[src/sv/cpk_pkg.sv]
// ----------------------------------------------------------------------------
// cpk_pkg
// Types and constants shared by the cam position and key tick core.
// ----------------------------------------------------------------------------
package cpk_pkg;

    localparam int KEY_COUNT = 3;
    localparam int POS_W     = 10;
    localparam int MOD_W     = 11;
    localparam int DIV_W     = 8;
    localparam int CFG_ADDR_W = 3;
    localparam int APB_DATA_W = 32;

    localparam logic [MOD_W-1:0] MOD_RESET = MOD_W'(720);
    localparam logic [MOD_W-1:0] MOD_MIN   = MOD_W'(2);
    localparam logic [MOD_W-1:0] MOD_MAX   = MOD_W'(1024);
    localparam logic [DIV_W-1:0] DIV_RESET = DIV_W'(40);

    typedef enum logic
    {
        REG_POSITION_MODULUS = 1'b0,
        REG_TICK_DIVIDE      = 1'b1
    } cpk_reg_t;

    typedef struct packed
    {
        logic                 sensor_a_level;
        logic                 sensor_b_level;
        logic                 dc_motor_on;
        logic                 step_phase_odd;
        logic                 direction_forward;
        logic [KEY_COUNT-1:0] key_levels;
        logic [KEY_COUNT-1:0] clear_presses;
    } cpk_in_t;

    typedef struct packed
    {
        logic [POS_W-1:0]     position;
        logic                 cam_pass;
        logic                 periodic_pulse;
        logic                 indicator_level;
        logic [KEY_COUNT-1:0] presses_latched;
        logic [KEY_COUNT-1:0] quick_release;
        logic [KEY_COUNT-1:0] keys_held;
    } cpk_out_t;

endpackage

[src/sv/cpk_in_if.sv]
// ----------------------------------------------------------------------------
// cpk_in_if
// Valid/ready channel carrying one tick item into the core.
// ----------------------------------------------------------------------------
interface cpk_in_if;

    logic             valid;
    logic             ready;
    cpk_pkg::cpk_in_t data;

    modport source (output valid, output data, input ready);
    modport sink   (input valid, input data, output ready);

endinterface

[src/sv/cpk_out_if.sv]
// ----------------------------------------------------------------------------
// cpk_out_if
// Valid/ready channel carrying one result item out of the core.
// ----------------------------------------------------------------------------
interface cpk_out_if;

    logic              valid;
    logic              ready;
    cpk_pkg::cpk_out_t data;

    modport source (output valid, output data, input ready);
    modport sink   (input valid, input data, output ready);

endinterface

[src/sv/cam_position_key_tick_core.sv]
// ----------------------------------------------------------------------------
// cam_position_key_tick_core
// Cam pass tracker, position counter, key scanner and tick divider.
// ----------------------------------------------------------------------------
// One tick item is taken per clock cycle when the result side keeps up; every
// tick yields exactly one result item by way of the input register and then
// the output register. The tick is captured in the input register, the whole
// state update is one shallow pass of logic, and the result sits in the output
// register until taken, so a stalled result stops intake only once both
// registers are full. Configuration registers are written over the APB port:
// position_modulus at 0x0 and tick_divide at 0x4; both read back.
module cam_position_key_tick_core
(
    input  logic                               clk,
    input  logic                               rst_n,
    cpk_in_if.sink                             tick,
    cpk_out_if.source                          result,
    input  logic                               psel,
    input  logic                               penable,
    input  logic                               pwrite,
    input  logic [cpk_pkg::CFG_ADDR_W-1:0]     paddr,
    input  logic [cpk_pkg::APB_DATA_W-1:0]     pwdata,
    output logic [cpk_pkg::APB_DATA_W-1:0]     prdata,
    output logic                               pready
);
    import cpk_pkg::*;

    logic [MOD_W-1:0]     mod_reg;
    logic [DIV_W-1:0]     div_cfg_reg;

    cpk_in_t              in_reg;
    logic                 in_valid_reg;
    cpk_out_t             out_reg;
    cpk_out_t             out_next;
    logic                 out_valid_reg;
    logic                 advance;

    logic                 cam_entered_reg;
    logic                 cam_entered_next;
    logic                 cam_firm_reg;
    logic                 cam_firm_next;
    logic                 cam_leaving_reg;
    logic                 cam_leaving_next;
    logic [POS_W-1:0]     pos_reg;
    logic [POS_W-1:0]     pos_next;
    logic [DIV_W-1:0]     div_cnt_reg;
    logic [DIV_W-1:0]     div_cnt_next;
    logic                 ind_reg;
    logic                 ind_next;
    logic [KEY_COUNT-1:0] key_prev_reg;
    logic [KEY_COUNT-1:0] key_fell_reg;
    logic [KEY_COUNT-1:0] key_fell_next;
    logic [KEY_COUNT-1:0] key_held_next;
    logic [KEY_COUNT-1:0] key_latched_reg;
    logic [KEY_COUNT-1:0] key_latched_next;

    logic                 cfg_write;
    cpk_reg_t             cfg_sel;
    logic                 cam;
    logic                 pass;
    logic                 expire;
    logic [MOD_W-1:0]     mod_eff;
    logic [MOD_W-1:0]     mod_m1;
    logic [MOD_W-1:0]     pos_up;
    logic [POS_W-1:0]     pos_dn;
    logic [POS_W-1:0]     pos_step;
    logic [DIV_W-1:0]     div_dec;
    logic [KEY_COUNT-1:0] pressed;

    // configuration port
    assign pready    = 1'b1;
    assign cfg_sel   = cpk_reg_t'(paddr[2]);
    assign cfg_write = psel && penable && pwrite;

    always_comb
    begin
        unique case (cfg_sel)
            REG_POSITION_MODULUS: prdata = APB_DATA_W'(mod_reg);
            REG_TICK_DIVIDE:      prdata = APB_DATA_W'(div_cfg_reg);
            default:              prdata = '0;
        endcase
    end

    always_ff @(posedge clk or negedge rst_n)
    begin
        if (!rst_n)
        begin
            mod_reg     <= MOD_RESET;
            div_cfg_reg <= DIV_RESET;
        end
        else if (cfg_write)
        begin
            if (cfg_sel == REG_POSITION_MODULUS)
            begin
                mod_reg <= pwdata[MOD_W-1:0];
            end
            else
            begin
                div_cfg_reg <= pwdata[DIV_W-1:0];
            end
        end
    end

    // handshake
    assign advance      = in_valid_reg && (!out_valid_reg || result.ready);
    assign tick.ready   = !in_valid_reg || advance;
    assign result.valid = out_valid_reg;
    assign result.data  = out_reg;

    always_ff @(posedge clk or negedge rst_n)
    begin
        if (!rst_n)
        begin
            in_valid_reg  <= 1'b0;
            out_valid_reg <= 1'b0;
        end
        else
        begin
            if (tick.ready)
            begin
                in_valid_reg <= tick.valid;
            end
            if (advance)
            begin
                out_valid_reg <= 1'b1;
            end
            else if (result.ready)
            begin
                out_valid_reg <= 1'b0;
            end
        end
    end

    always_ff @(posedge clk)
    begin
        if (tick.valid && tick.ready)
        begin
            in_reg <= tick.data;
        end
        if (advance)
        begin
            out_reg <= out_next;
        end
    end

    // position step
    always_comb
    begin
        if (mod_reg < MOD_MIN)
        begin
            mod_eff = MOD_MIN;
        end
        else if (mod_reg > MOD_MAX)
        begin
            mod_eff = MOD_MAX;
        end
        else
        begin
            mod_eff = mod_reg;
        end
        mod_m1 = mod_eff - MOD_W'(1);
        pos_up = {1'b0, pos_reg} + MOD_W'(1);
        pos_dn = pos_reg - POS_W'(1);
        if (in_reg.direction_forward)
        begin
            pos_step = (pos_up > mod_m1) ? '0 : pos_up[POS_W-1:0];
        end
        else if (pos_reg == '0)
        begin
            pos_step = mod_m1[POS_W-1:0];
        end
        else
        begin
            pos_step = ({1'b0, pos_dn} > mod_eff) ? mod_m1[POS_W-1:0] : pos_dn;
        end
    end

    // cam pass sequence
    always_comb
    begin
        cam = in_reg.dc_motor_on
            ? (in_reg.sensor_a_level && in_reg.sensor_b_level)
            : (!in_reg.sensor_a_level || !in_reg.sensor_b_level);
        cam_entered_next = cam_entered_reg;
        cam_firm_next    = cam_firm_reg;
        cam_leaving_next = cam_leaving_reg;
        pos_next         = pos_reg;
        pass             = 1'b0;
        if (in_reg.dc_motor_on || in_reg.step_phase_odd)
        begin
            if (cam)
            begin
                if (cam_entered_reg)
                begin
                    cam_firm_next = 1'b1;
                end
                else
                begin
                    cam_entered_next = 1'b1;
                end
            end
            else if (cam_leaving_reg)
            begin
                pos_next         = pos_step;
                cam_leaving_next = 1'b0;
                cam_entered_next = 1'b0;
                cam_firm_next    = 1'b0;
                pass             = 1'b1;
            end
            else if (cam_firm_reg)
            begin
                cam_leaving_next = 1'b1;
            end
            else if (cam_entered_reg)
            begin
                cam_entered_next = 1'b0;
            end
        end
    end

    // keys and divider
    always_comb
    begin
        pressed          = ~in_reg.key_levels;
        key_held_next    = key_fell_reg & pressed;
        key_fell_next    = ~key_prev_reg & pressed;
        key_latched_next = (key_latched_reg & ~in_reg.clear_presses)
                         | (~key_held_next & key_fell_next);
        div_dec          = div_cnt_reg - DIV_W'(1);
        expire           = (div_dec == '0);
        div_cnt_next     = expire ? div_cfg_reg : div_dec;
        ind_next         = ind_reg ^ expire;

        out_next.position        = pos_next;
        out_next.cam_pass        = pass;
        out_next.periodic_pulse  = expire;
        out_next.indicator_level = ind_next;
        out_next.presses_latched = key_latched_next;
        out_next.quick_release   = key_fell_reg & in_reg.key_levels;
        out_next.keys_held       = key_held_next;
    end

    always_ff @(posedge clk or negedge rst_n)
    begin
        if (!rst_n)
        begin
            cam_entered_reg <= 1'b0;
            cam_firm_reg    <= 1'b0;
            cam_leaving_reg <= 1'b0;
            pos_reg         <= '0;
            div_cnt_reg     <= DIV_RESET;
            ind_reg         <= 1'b0;
            key_prev_reg    <= '0;
            key_fell_reg    <= '0;
            key_latched_reg <= '0;
        end
        else if (advance)
        begin
            cam_entered_reg <= cam_entered_next;
            cam_firm_reg    <= cam_firm_next;
            cam_leaving_reg <= cam_leaving_next;
            pos_reg         <= pos_next;
            div_cnt_reg     <= div_cnt_next;
            ind_reg         <= ind_next;
            key_prev_reg    <= in_reg.key_levels;
            key_fell_reg    <= key_fell_next;
            key_latched_reg <= key_latched_next;
        end
    end

endmodule

[src/flat_wrapper.sv]
// flat-port wrapper written by rule: the top's interface ports become plain ports
module cam_position_key_tick_core_flat import cpk_pkg::*;
  (clk, rst_n, psel, penable, pwrite, paddr, pwdata, prdata, pready, tick_valid, tick_data, tick_ready, result_valid, result_data, result_ready);
  cpk_in_if tick_i ();
  cpk_out_if result_i ();
  input  logic clk;
  input  logic rst_n;
  input  logic psel;
  input  logic penable;
  input  logic pwrite;
  input  logic [cpk_pkg::CFG_ADDR_W-1:0] paddr;
  input  logic [cpk_pkg::APB_DATA_W-1:0] pwdata;
  output logic [cpk_pkg::APB_DATA_W-1:0] prdata;
  output logic pready;
  input wire logic [$bits(tick_i.valid)-1:0] tick_valid;
  input wire logic [$bits(tick_i.data)-1:0] tick_data;
  output wire logic [$bits(tick_i.ready)-1:0] tick_ready;
  output wire logic [$bits(result_i.valid)-1:0] result_valid;
  output wire logic [$bits(result_i.data)-1:0] result_data;
  input wire logic [$bits(result_i.ready)-1:0] result_ready;
  assign tick_i.valid = tick_valid;
  assign tick_i.data = tick_data;
  assign tick_ready = tick_i.ready;
  assign result_valid = result_i.valid;
  assign result_data = result_i.data;
  assign result_i.ready = result_ready;
  cam_position_key_tick_core u_core (.clk(clk), .rst_n(rst_n), .tick(tick_i), .result(result_i), .psel(psel), .penable(penable), .pwrite(pwrite), .paddr(paddr), .pwdata(pwdata), .prdata(prdata), .pready(pready));
endmodule
[config.mk]
export PLATFORM = sky130hd
export DESIGN_NAME = cam_position_key_tick_core_flat
export DESIGN_NICKNAME = d
export VERILOG_FILES = /design/src/sv/cpk_pkg.sv /design/src/sv/cpk_in_if.sv /design/src/sv/cpk_out_if.sv /design/src/sv/cam_position_key_tick_core.sv /design/src/flat_wrapper.sv
export SDC_FILE = /design/constraint.sdc
export NUM_CORES = 1
export LEC_CHECK = 0
export BUFFER_PORTS_ARGS = -buffer_cell sky130_fd_sc_hd__buf_4
export CELL_PAD_IN_SITES_DETAIL_PLACEMENT = 2
export CELL_PAD_IN_SITES_GLOBAL_PLACEMENT = 2
export CORE_ASPECT_RATIO = 1.4
export CORE_MARGIN = 10
export CORE_UTILIZATION = 34
export CTS_CLUSTER_DIAMETER = 200
export DETAILED_ROUTE_END_ITERATION = 10
export GPL_ROUTABILITY_DRIVEN = 0
export PLACE_DENSITY_LB_ADDON = 0.1
export SKIP_CTS_REPAIR_TIMING = 1
export SLEW_MARGIN = 10
export SYNTH_ARGS = -nofsm -noshare
export SYNTH_HDL_FRONTEND = slang
export SYNTH_SLANG_ARGS = --single-unit
export TNS_END_PERCENT = 30
[constraint.sdc]
create_clock -name clk -period 6.1 [get_ports clk]
set_clock_uncertainty 0.2 [all_clocks]
set_input_delay 0.915 -clock clk [delete_from_list [all_inputs] [get_ports clk]]
set_output_delay 0.915 -clock clk [all_outputs]
set_load 0.02 [all_outputs]
==> summary.md, run 1 <==
| Metric | Value |
|---|---|
| Diodes inserted | `0` |
| Comb power frac | `0.456` |
| Clock share of power | `0.198` |
| WL/cell | `21.47 um` |
| Worst Setup Start Kind | `flop` |
| Sequential-to-total area share from yosys stat | `0.4278` |
| Initial Util | `0.3463` |
| Clock buffer count from CTS | `9` |
| Cell Area, Synth | `5381 um^2` |
| Hold depth | `1` |
| Grt ovf | `0` |
| Synthesized area per cell | `9.802 um^2` |
| Worst-margin pin slew | `904.6 ps` |
| Switching Power | `1.239 mW` |
| DRT Wirelength | `17090 um` |
| Max FFs per register | `22` |
| Io pins | `110` |
| Via count | `4367` |
| Pint | `1.571 mW` |
| Number of global-route vias before repair | `4963` |
| Sw Share | `0.4410` |
| Post-synth top area share | `0.2046` |
| DRC | `0` |
| Worst Reg-to-Reg Cells | `15` |
| CTS H-tree depth | `3` |
| Commonest cells post-synth | `dfrtp_1, nand2_1, nor2_1` |
| Total power | `2.810 mW` |
| P_leak | `2.600 nW` |
| Yosys reg bits | `85` |
| # setup viols final | `0` |
| Max-slew headroom | `0.3947` |
| Tcrit/Tclk final | `0.8973` |
| Met3 routed WL | `475 um` |
| Initial antenna violation count | `0` |
| First-pass GRT wire length | `27480 um` |
| Worst hold path class | `flop to flop` |
| CTS tree | `yes` |
| P&R area growth vs syn | `15.72%` |
| Chip Width | `126.3 um` |
| Post-synth ARST share | `0.6118` |
| RSZ-0062 raised after global routing | `no` |
| Core box area | `15540 um^2` |
| Slew Viols, Final | `0` |
| Max Cap Violations | `0` |
| Fin Hold WS | `299.0 ps` |
| Synth unique cells | `70` |
| Final min period | `5474 ps` |
| Metal-1 WL | `6471 um` |
| Die Span Y | `168.9 um` |
| Starting DRC count in detailed routing | `188` |
| Crit-path max FO | `12` |
| Largest net degree at the start of global routing | `53` |
| Via/cell ratio | `5.486` |
| Register share of total power | `0.346` |
| Predominant post-synthesis flop cell | `dfrtp_1` |
| Wire length on met2 | `9716 um` |
| Die ar. | `21330 um^2` |
| Clock transition at the registers of the reported paths | `80 ps` |
| Maximum VDD drop | `0.0001533 V` |
| Status | `completed` |
| Port Buffer Count | `64` |
| Drt first pass iters | `5` |
| Post-synth EDFFs | `33` |
| Layout cells sized above 1 | `0.2267` |
| Data arrival, critical path | `5470 ps` |
| Root Driver | `clkbuf_16` |
| CTS Buffer Depth | `2` |
| Power per cell area | `451.2 nW/um^2` |
| Setup TNS | `0 ps` |
| GRT Overall Usage | `0.1598` |
| Fin. Hold Viols | `0` |
| Worst Path Class, Setup | `flop to flop` |
| Sink Count | `85` |
| Ranking of synthesized cells by area | `dfrtp_1, edfxtp_1, mux2_2` |
| Synth area leader | `dfrtp_1` |
| Final nets | `673` |
| Row count | `54` |
| Worst Path Required | `6090 ps` |
| Final core occ | `0.4007` |
| DR top layer | `met4` |
| Synth Warn # | `0` |
| Syn Inst Count | `549` |
| Worst skew pair latency | `350 ps` |
| Remaining antenna violation count | `0` |
| Post-DP HPWL | `12990 um` |
| Critical Path End Type | `flop` |
| Fmax | `182.7 MHz` |
## area by class of cell
class                   count  area [um^2]
flip-flops and latches     85         2302
clock inverters             7        76.32
multi-input cells         412         2793
fillers                  1744         9313
clock buffers               9        225.2
repair buffers             69        518.0
inverters                  18        67.56
well taps                 196        245.2
## metrics by stage
stage,area (um^2),setup WS [ps],instances
finish,6227,626.5,796
global route,6227,202.0,796
CTS,6227,546.4,796
detailed placement,5926,551.9,780
global placement,5926,773.5,780
floorplan,5456,1604,569
## placed cells by master, fill, tap and decap left out, types with 9 or more instances in the layout
cell type and instances:
nand3b_1 9, mux2_2 29, a31oi_1 12, xnor2_1 9, ha_1 25, nor3_1 15, nor2b_1 13, nor2_1 35
dfrtp_1 44, buf_4 69, nand2b_1 15, conb_1 22, edfxtp_1 33, xor2_1 13, nand3_1 11, inv_1 17
clkbuf_16 9, a21oi_1 16, nand2_1 44, o21ai_0 31, o21a_1 10
## logic make-up (layout without fill, tap and decap cells)
logic type                 count (synthesis)  after routing  synth area share
other                                      2             22          0.001396
muxes                                     30             30           0.06254
buffers and inverters                     72            103           0.06719
adders and majority gates                 25             25           0.05813
and+or+nand+nor                          189            189            0.1862
AOI/OAI and AO/OA                        124            124            0.1609
xor gates and xnor gates                  22             22           0.03581
DFF                                       85             85            0.4278
## power by group through the flow
stage	Clock, mW	Sequential, mW	Combinational [mW]
after floorplan	0	0.898	0.922
after detailed placement	0	0.984	1.29
after global placement	0	0.970	1.22
final	0.556	0.971	1.28
after global routing	0.596	1.00	1.43
after CTS	0.576	0.975	1.30
## per-layer routing
layer  global-route usage  vias up
li1                     -     2053
met1               0.1659     2227
met2               0.3094       64
met3              0.02782       23
met4              0.05757        0
met5                    0        -
## worst max-delay path, cell delays in order (launching register included)
cell	delay, ps
dfrtp_1	490
or4_1	630
o41a_1	450
inv_1	110
ha_1	400
nand2_1	80
mux2_2	270
o22ai_1	250
ha_1	220
nand4_1	150
nor4_1	430
o21ai_0	150
buf_4	180
nor2_1	690
a222oi_1	360
a31oi_1	250
## final timing paths
kind,startpoint,end,slack (ps)
min in group asynchronous,rst_n,u_core.in_valid_reg,400
max,u_core.mod_reg[5],u_core.result.data[16],630
max reg2reg,u_core.mod_reg[5],u_core.result.data[16],630
min,u_core.ind_reg,u_core.ind_reg,300
max in group asynchronous,rst_n,u_core.div_cfg_reg[6],4780
min reg2reg,u_core.ind_reg,u_core.ind_reg,300
Power figures use the tool's default switching activity.
==> run 2, diff against run 1 <==
MAX_ROUTING_LAYER = met4   (was unset)
==> run 2 against run 1 <==
Effect of this change:
- total power increased by 0.11%
- maximum frequency about the same
- wire length decreased by 0.18%
- sequential power about the same
- core utilization unchanged
- first-iteration DRC count increased by 3.2%
- combinational power about the same
- non-clock buffer count unchanged
- count of clock-buffer cells in the layout unchanged
- via count increased by 0.11%
- global-route usage increased by 0.47 points
- flip-flop and latch count unchanged
- largest power group unchanged
==> summary.md, run 2 (synthesis gave the netlist of run 1 again) <==
| Metric | Value |
|---|---|
| P&R area growth vs syn | `15.72%` |
| DRC | `0` |
| Io pins | `110` |
| Remaining antenna violation count | `0` |
| RSZ-0062 raised after global routing | `no` |
| Total power | `2.813 mW` |
| Switching Power | `1.242 mW` |
| Sink Count | `85` |
| Worst Setup Start Kind | `flop` |
| Sw Share | `0.4416` |
| Layout cells sized above 1 | `0.2267` |
| Final worst slack | `624.8 ps` |
| Worst-margin pin slew | `891.3 ps` |
| WP buf/inv | `2` |
| Worst Reg-to-Reg Cells | `15` |
| Non-Filler Instances | `796` |
| Chip Width | `126.3 um` |
| Most common cell after layout, fill and taps aside | `buf_4` |
| Fin Hold WS | `299.0 ps` |
| CP max stage delay | `680 ps` |
| Pint | `1.571 mW` |
| Hold depth | `1` |
| Tcrit/Tclk final | `0.8976` |
| GRT Overall Usage | `0.1645` |
| Clock buffer count from CTS | `9` |
| Drt first pass iters | `5` |
| Clock share of power | `0.199` |
| Worst Path Class, Setup | `flop to flop` |
| Via/cell ratio | `5.492` |
| Final nets | `673` |
| Port Buffer Count | `64` |
| Register share of total power | `0.346` |
| Most frequent cells in the layout | `buf_4, nand2_1, dfrtp_1, nor2_1, edfxtp_1` |
| P_leak | `2.600 nW` |
| Status | `completed` |
| Clock transition at the registers of the reported paths | `80 ps` |
| Initial Util | `0.3463` |
| Crit. path cell count | `15` |
| # setup viols final | `0` |
| Most common cell on crit path | `ha_1` |
| Initial antenna violation count | `0` |
| Number of global-route vias before repair | `4944` |
| Worst hold path class | `flop to flop` |
| Slew Viols, Final | `0` |
| CTS tree | `yes` |
| Die Span Y | `168.9 um` |
| Fmax | `182.6 MHz` |
| DRT Wirelength | `17060 um` |
| Critical path's slowest cell | `nor2_1` |
| Data arrival, critical path | `5470 ps` |
| Max Cap Violations | `0` |
| Place WS | `551.9 ps` |
| Maximum VDD drop | `0.0001535 V` |
| Largest net degree at the start of global routing | `53` |
| Power per cell area | `451.7 nW/um^2` |
| Max-slew headroom | `0.4036` |
| Post-DP Area | `5926 um^2` |
| Worst skew pair latency | `350 ps` |
| Setup TNS | `0 ps` |
| Starting DRC count in detailed routing | `194` |
| Row count | `54` |
| Final min period | `5475 ps` |
| Critical path's top delay family | `simple AND/OR/NAND/NOR gates` |
| WL/cell | `21.43 um` |
| Inst Count DP | `780` |
| Worst Path Required | `6100 ps` |
| Fin. Hold Viols | `0` |
| Comb power frac | `0.455` |
| Max FFs per register | `22` |
| Diodes inserted | `0` |
| Post-route cell area | `6227 um^2` |
| Post-DP HPWL | `12990 um` |
| Die ar. | `21330 um^2` |
| Core box area | `15540 um^2` |
| Worst-path cell chain | `or4_1 > o41a_1 > inv_1 > ha_1 > nand2_1 > mux2_2 > o22ai_1 > ha_1 > nand4_1 > nor4_1 > o21ai_0 > buf_4 > nor2_1 > a222oi_1 > a31oi_1` |
| First-pass GRT wire length | `27520 um` |
| Grt ovf | `0` |
| Via count | `4372` |
| Root Driver | `clkbuf_16` |
| CTS H-tree depth | `3` |
| CTS Buffer Depth | `2` |
| Critical Path End Type | `flop` |
| Crit-path max FO | `12` |
| Final core occ | `0.4007` |
==> run 2: cell counts in the layout (fill, tap and decap cells not counted) <==
No cell type changed its count.
==> run 2: layer usage <==
metal	vias to the layer above	GRT usage	part of all wire
li1	2049	-	-
met5	-	-	0
met4	0	0.05757	0.025
met2	70	0.3090	0.57
met1	2230	0.1693	0.38
met3	23	0.02438	0.026
==> run 2: power groups by stage <==
| stage | combinational, mW | sequential [mW] | clock (mW) |
|---|---|---|---|
| 6_report | 1.28 | 0.973 | 0.559 |
| 3_5_place_dp | 1.29 | 0.984 | 0 |
| 3_3_place_gp | 1.22 | 0.970 | 0 |
| 5_1_grt | 1.43 | 1.00 | 0.595 |
| 2_1_floorplan | 0.922 | 0.898 | 0 |
| 4_1_cts | 1.30 | 0.975 | 0.576 |
==> run 2: path summary, 6_finish.rpt <==
kind,endpoint,slack [ps],start
worst max-delay path,u_core.result.data[16],620,u_core.mod_reg[5]
worst min-delay path,u_core.ind_reg,300,u_core.ind_reg
worst max register to register,u_core.result.data[16],620,u_core.mod_reg[5]
worst min register to register,u_core.ind_reg,300,u_core.ind_reg
max in group asynchronous,u_core.div_cfg_reg[7],4780,rst_n
min in group asynchronous,u_core.in_valid_reg,400,rst_n
==> run 2: cell type report <==
class / instances / area [um^2]
inverters: 18 / 67.56
clock buffers: 9 / 225.2
flip-flops and latches: 85 / 2302
clock inverters: 7 / 76.32
repair buffers: 69 / 518.0
multi-input cells: 412 / 2793
fillers: 1744 / 9313
well taps: 196 / 245.2
==> run 2: worst reg2reg max path: stages, from the launching register on <==
cell and delay (ps):
dfrtp_1 490, or4_1 630, o41a_1 450, inv_1 120, ha_1 400, nand2_1 80
mux2_2 270, o22ai_1 250, ha_1 220, nand4_1 160, nor4_1 430, o21ai_0 150
buf_4 180, nor2_1 680, a222oi_1 360, a31oi_1 250
==> run 3, diff against run 2 <==
ABC_AREA = 1   (was unset)
CORE_MARGIN = 2   (was 10)
CORE_UTILIZATION = 32   (was 34)
==> run 3 against run 2 <==
Effect of this change:
- highest routed layer unchanged
- count of clock-buffer cells in the layout stayed put
- sequential power down 5.2%
- sequential share of layout area is 0.67 points higher
==> summary.md, run 3 <==
| Metric | Value |
|---|---|
| Status | `completed` |
| Cell with the most instances after synthesis | `nand2_1` |
| Slew Viols, Final | `0` |
| Via count | `4459` |
| Fin. Hold Viols | `0` |
| Remaining antenna violation count | `0` |
| Synth area leader | `dfrtp_1` |
| Most frequent cells in the layout | `nand2_1, inv_1, buf_4, o21ai_0, nor2_1` |
| Critical path's top delay family | `simple AND/OR/NAND/NOR gates` |
| DRC | `0` |
| Layout cells sized above 1 | `0.1706` |
| Most common cell on crit path | `nand2_1` |
| Post-DP HPWL | `11700 um` |
| Starting DRC count in detailed routing | `127` |
| P&R area growth vs syn | `16.24%` |
| Core box area | `16100 um^2` |
| Hold path start | `u_core.key_prev_reg[1]` |
| Commonest cells post-synth | `nand2_1, inv_1, o21ai_0` |
| Place WS | `1552 ps` |
| Worst Path Class, Setup | `flop to flop` |
| FF-to-FF Start | `u_core.mod_reg[7]` |
| Max FFs per register | `22` |
| Drt first pass iters | `4` |
| Syn Inst Count | `650` |
| Setup TNS | `0 ps` |
| Max Cap Violations | `0` |
| Number of global-route vias before repair | `5006` |
| Hold depth | `2` |
| Die ar. | `17500 um^2` |
| First-pass GRT wire length | `25470 um` |
| Grt ovf | `0` |
| Diodes inserted | `0` |
| CTS tree | `yes` |
| P_leak | `3.077 nW` |
| Maximum VDD drop | `0.0001567 V` |
| Final worst slack | `1546 ps` |
| Total power | `2.878 mW` |
| Inst Count DP | `898` |
| Final min period | `4554 ps` |
| Post-synth EDFFs | `33` |
| Ranking of synthesized cells by area | `dfrtp_1, edfxtp_1, nand2_1` |
| Cell Area, Synth | `5261 um^2` |
| Io pins | `110` |
| Sink Count | `85` |
| Largest net degree at the start of global routing | `63` |
| Power per cell area | `470.5 nW/um^2` |
| Worst Reg-to-Reg Cells | `21` |
| CP max stage delay | `650 ps` |
| Initial Util | `0.3267` |
| R2r setup slk | `1550 ps` |
| Crit-path max FO | `11` |
| Synthesized area per cell | `8.094 um^2` |
| # setup viols final | `0` |
| Tcrit/Tclk final | `0.7465` |
| Sequential-to-total area share from yosys stat | `0.4376` |
| Port Buffer Count | `64` |
| Worst Path Required | `6080 ps` |
| Critical Path End Type | `flop` |
| Row count | `55` |
| RR Endpoint | `u_core.result.data[17]` |
| CTS Buffer Depth | `2` |
| Critical path's slowest cell | `a21oi_1` |
| Via/cell ratio | `4.879` |
| GRT Overall Usage | `0.1921` |
| Worst-path cell chain | `nor2_1 > nand2_1 > nor2_1 > nand2_1 > nand2_2 > nand3_1 > ha_1 > nand3_1 > nor3_2 > nand3_1 > xor2_1 > ha_1 > nand2_1 > inv_1 > nand4_1 > o2111ai_1 > a21oi_1 > nand2_1 > nand2_1 > inv_1 > a21boi_0` |
| Worst-margin pin slew | `1088 ps` |
| Worst Hold End | `u_core.key_prev_reg[1]` |
| Synth unique cells | `43` |
| WP buf/inv | `2` |
| Worst hold path class | `flop to flop` |
| Post-synth ARST share | `0.6118` |
| Data arrival, critical path | `4530 ps` |
| Initial antenna violation count | `0` |
| Max-slew headroom | `0.2737` |
| Post-synth top area share | `0.2093` |
| Non-Filler Instances | `914` |
| Root Driver | `clkbuf_16` |
| CTS H-tree depth | `3` |
| Chip Width | `112.4 um` |
| FILL cells | `1904` |
| Most common cell after layout, fill and taps aside | `nand2_1` |
| Worst skew pair latency | `360 ps` |
| Final nets | `788` |
| Final core occ | `0.3798` |
| Die Span Y | `155.7 um` |
| Predominant post-synthesis flop cell | `dfrtp_1` |
| RSZ-0062 raised after global routing | `no` |
| Clock transition at the registers of the reported paths | `70 ps` |
| WL/cell | `17.08 um` |
| Clock buffer count from CTS | `9` |
| Worst Setup Start Kind | `flop` |
| Fmax | `219.6 MHz` |
| Synth Warn # | `0` |
| Crit path from | `u_core.mod_reg[7]` |
| DRT Wirelength | `15620 um` |
| Yosys reg bits | `85` |
## run 3: worst min-delay path, cell delays in order (launching register included)
cell and delay (ps):
dfrtp_1 350, nand2_1 60, nand2_1 50
## run 3: area by class of cell
cell class / instances / area, um^2 / area share
timing repair buffer: 66 / 495.5 / 0.08101
clock buffer: 9 / 225.2 / 0.03682
clock inverter: 7 / 75.07 / 0.01227
multi-input combinational: 457 / 2425 / 0.3965
tap: 199 / 249.0 / 0.04071
sequential: 85 / 2302 / 0.3764
inverter: 91 / 344.1 / 0.05626
## run 3: per-layer routing
metal  vias to the layer above  global-route usage  share of wire
li1                       2158                   -              -
met1                      2206              0.1977           0.39
met2                        63              0.3614           0.56
met3                        32             0.01904          0.016
met4                         0             0.09466          0.037
met5                         -                   -              0
## run 3: report_power, final
group / total (mW) / switching (mW) / internal [mW]
Combinational: 1.40 / 0.913 / 0.484
Sequential: 0.922 / 0.142 / 0.779
Clock: 0.559 / 0.269 / 0.290
Total: 2.88 / 1.32 / 1.55
## run 3: logic make-up (layout without fill, tap and decap cells)
logic type / count (synthesis) / after routing / share of synthesized area
buf+inv: 128 / 173 / 0.1158
fa+ha+maj: 25 / 25 / 0.05945
simple gates: 299 / 299 / 0.2488
xor+xnor: 28 / 28 / 0.04804
other cells: 2 / 22 / 0.001427
compound gates: 83 / 83 / 0.08894
flops: 85 / 85 / 0.4376
## run 3: worst max path at each step
| stage | slack, ps | cells after the start | endpoint |
|---|---|---|---|
| after global placement | 1670 | 21 | u_core.result.data[17] |
| after global routing | 1050 | 21 | u_core.result.data[17] |
| final | 1550 | 21 | u_core.result.data[17] |
| after floorplan | 2590 | 24 | u_core.pos_reg[8] |
| after CTS | 1500 | 21 | u_core.result.data[17] |
| after detailed placement | 1550 | 21 | u_core.result.data[17] |
## run 3: stage by stage
stage          area [um^2]  hold slack [ps]
3_3_place_gp          5816            263.7
4_1_cts               6116            291.1
6_report              6116            287.7
2_1_floorplan         5336            249.9
5_1_grt               6116            333.5
3_5_place_dp          5816            270.7
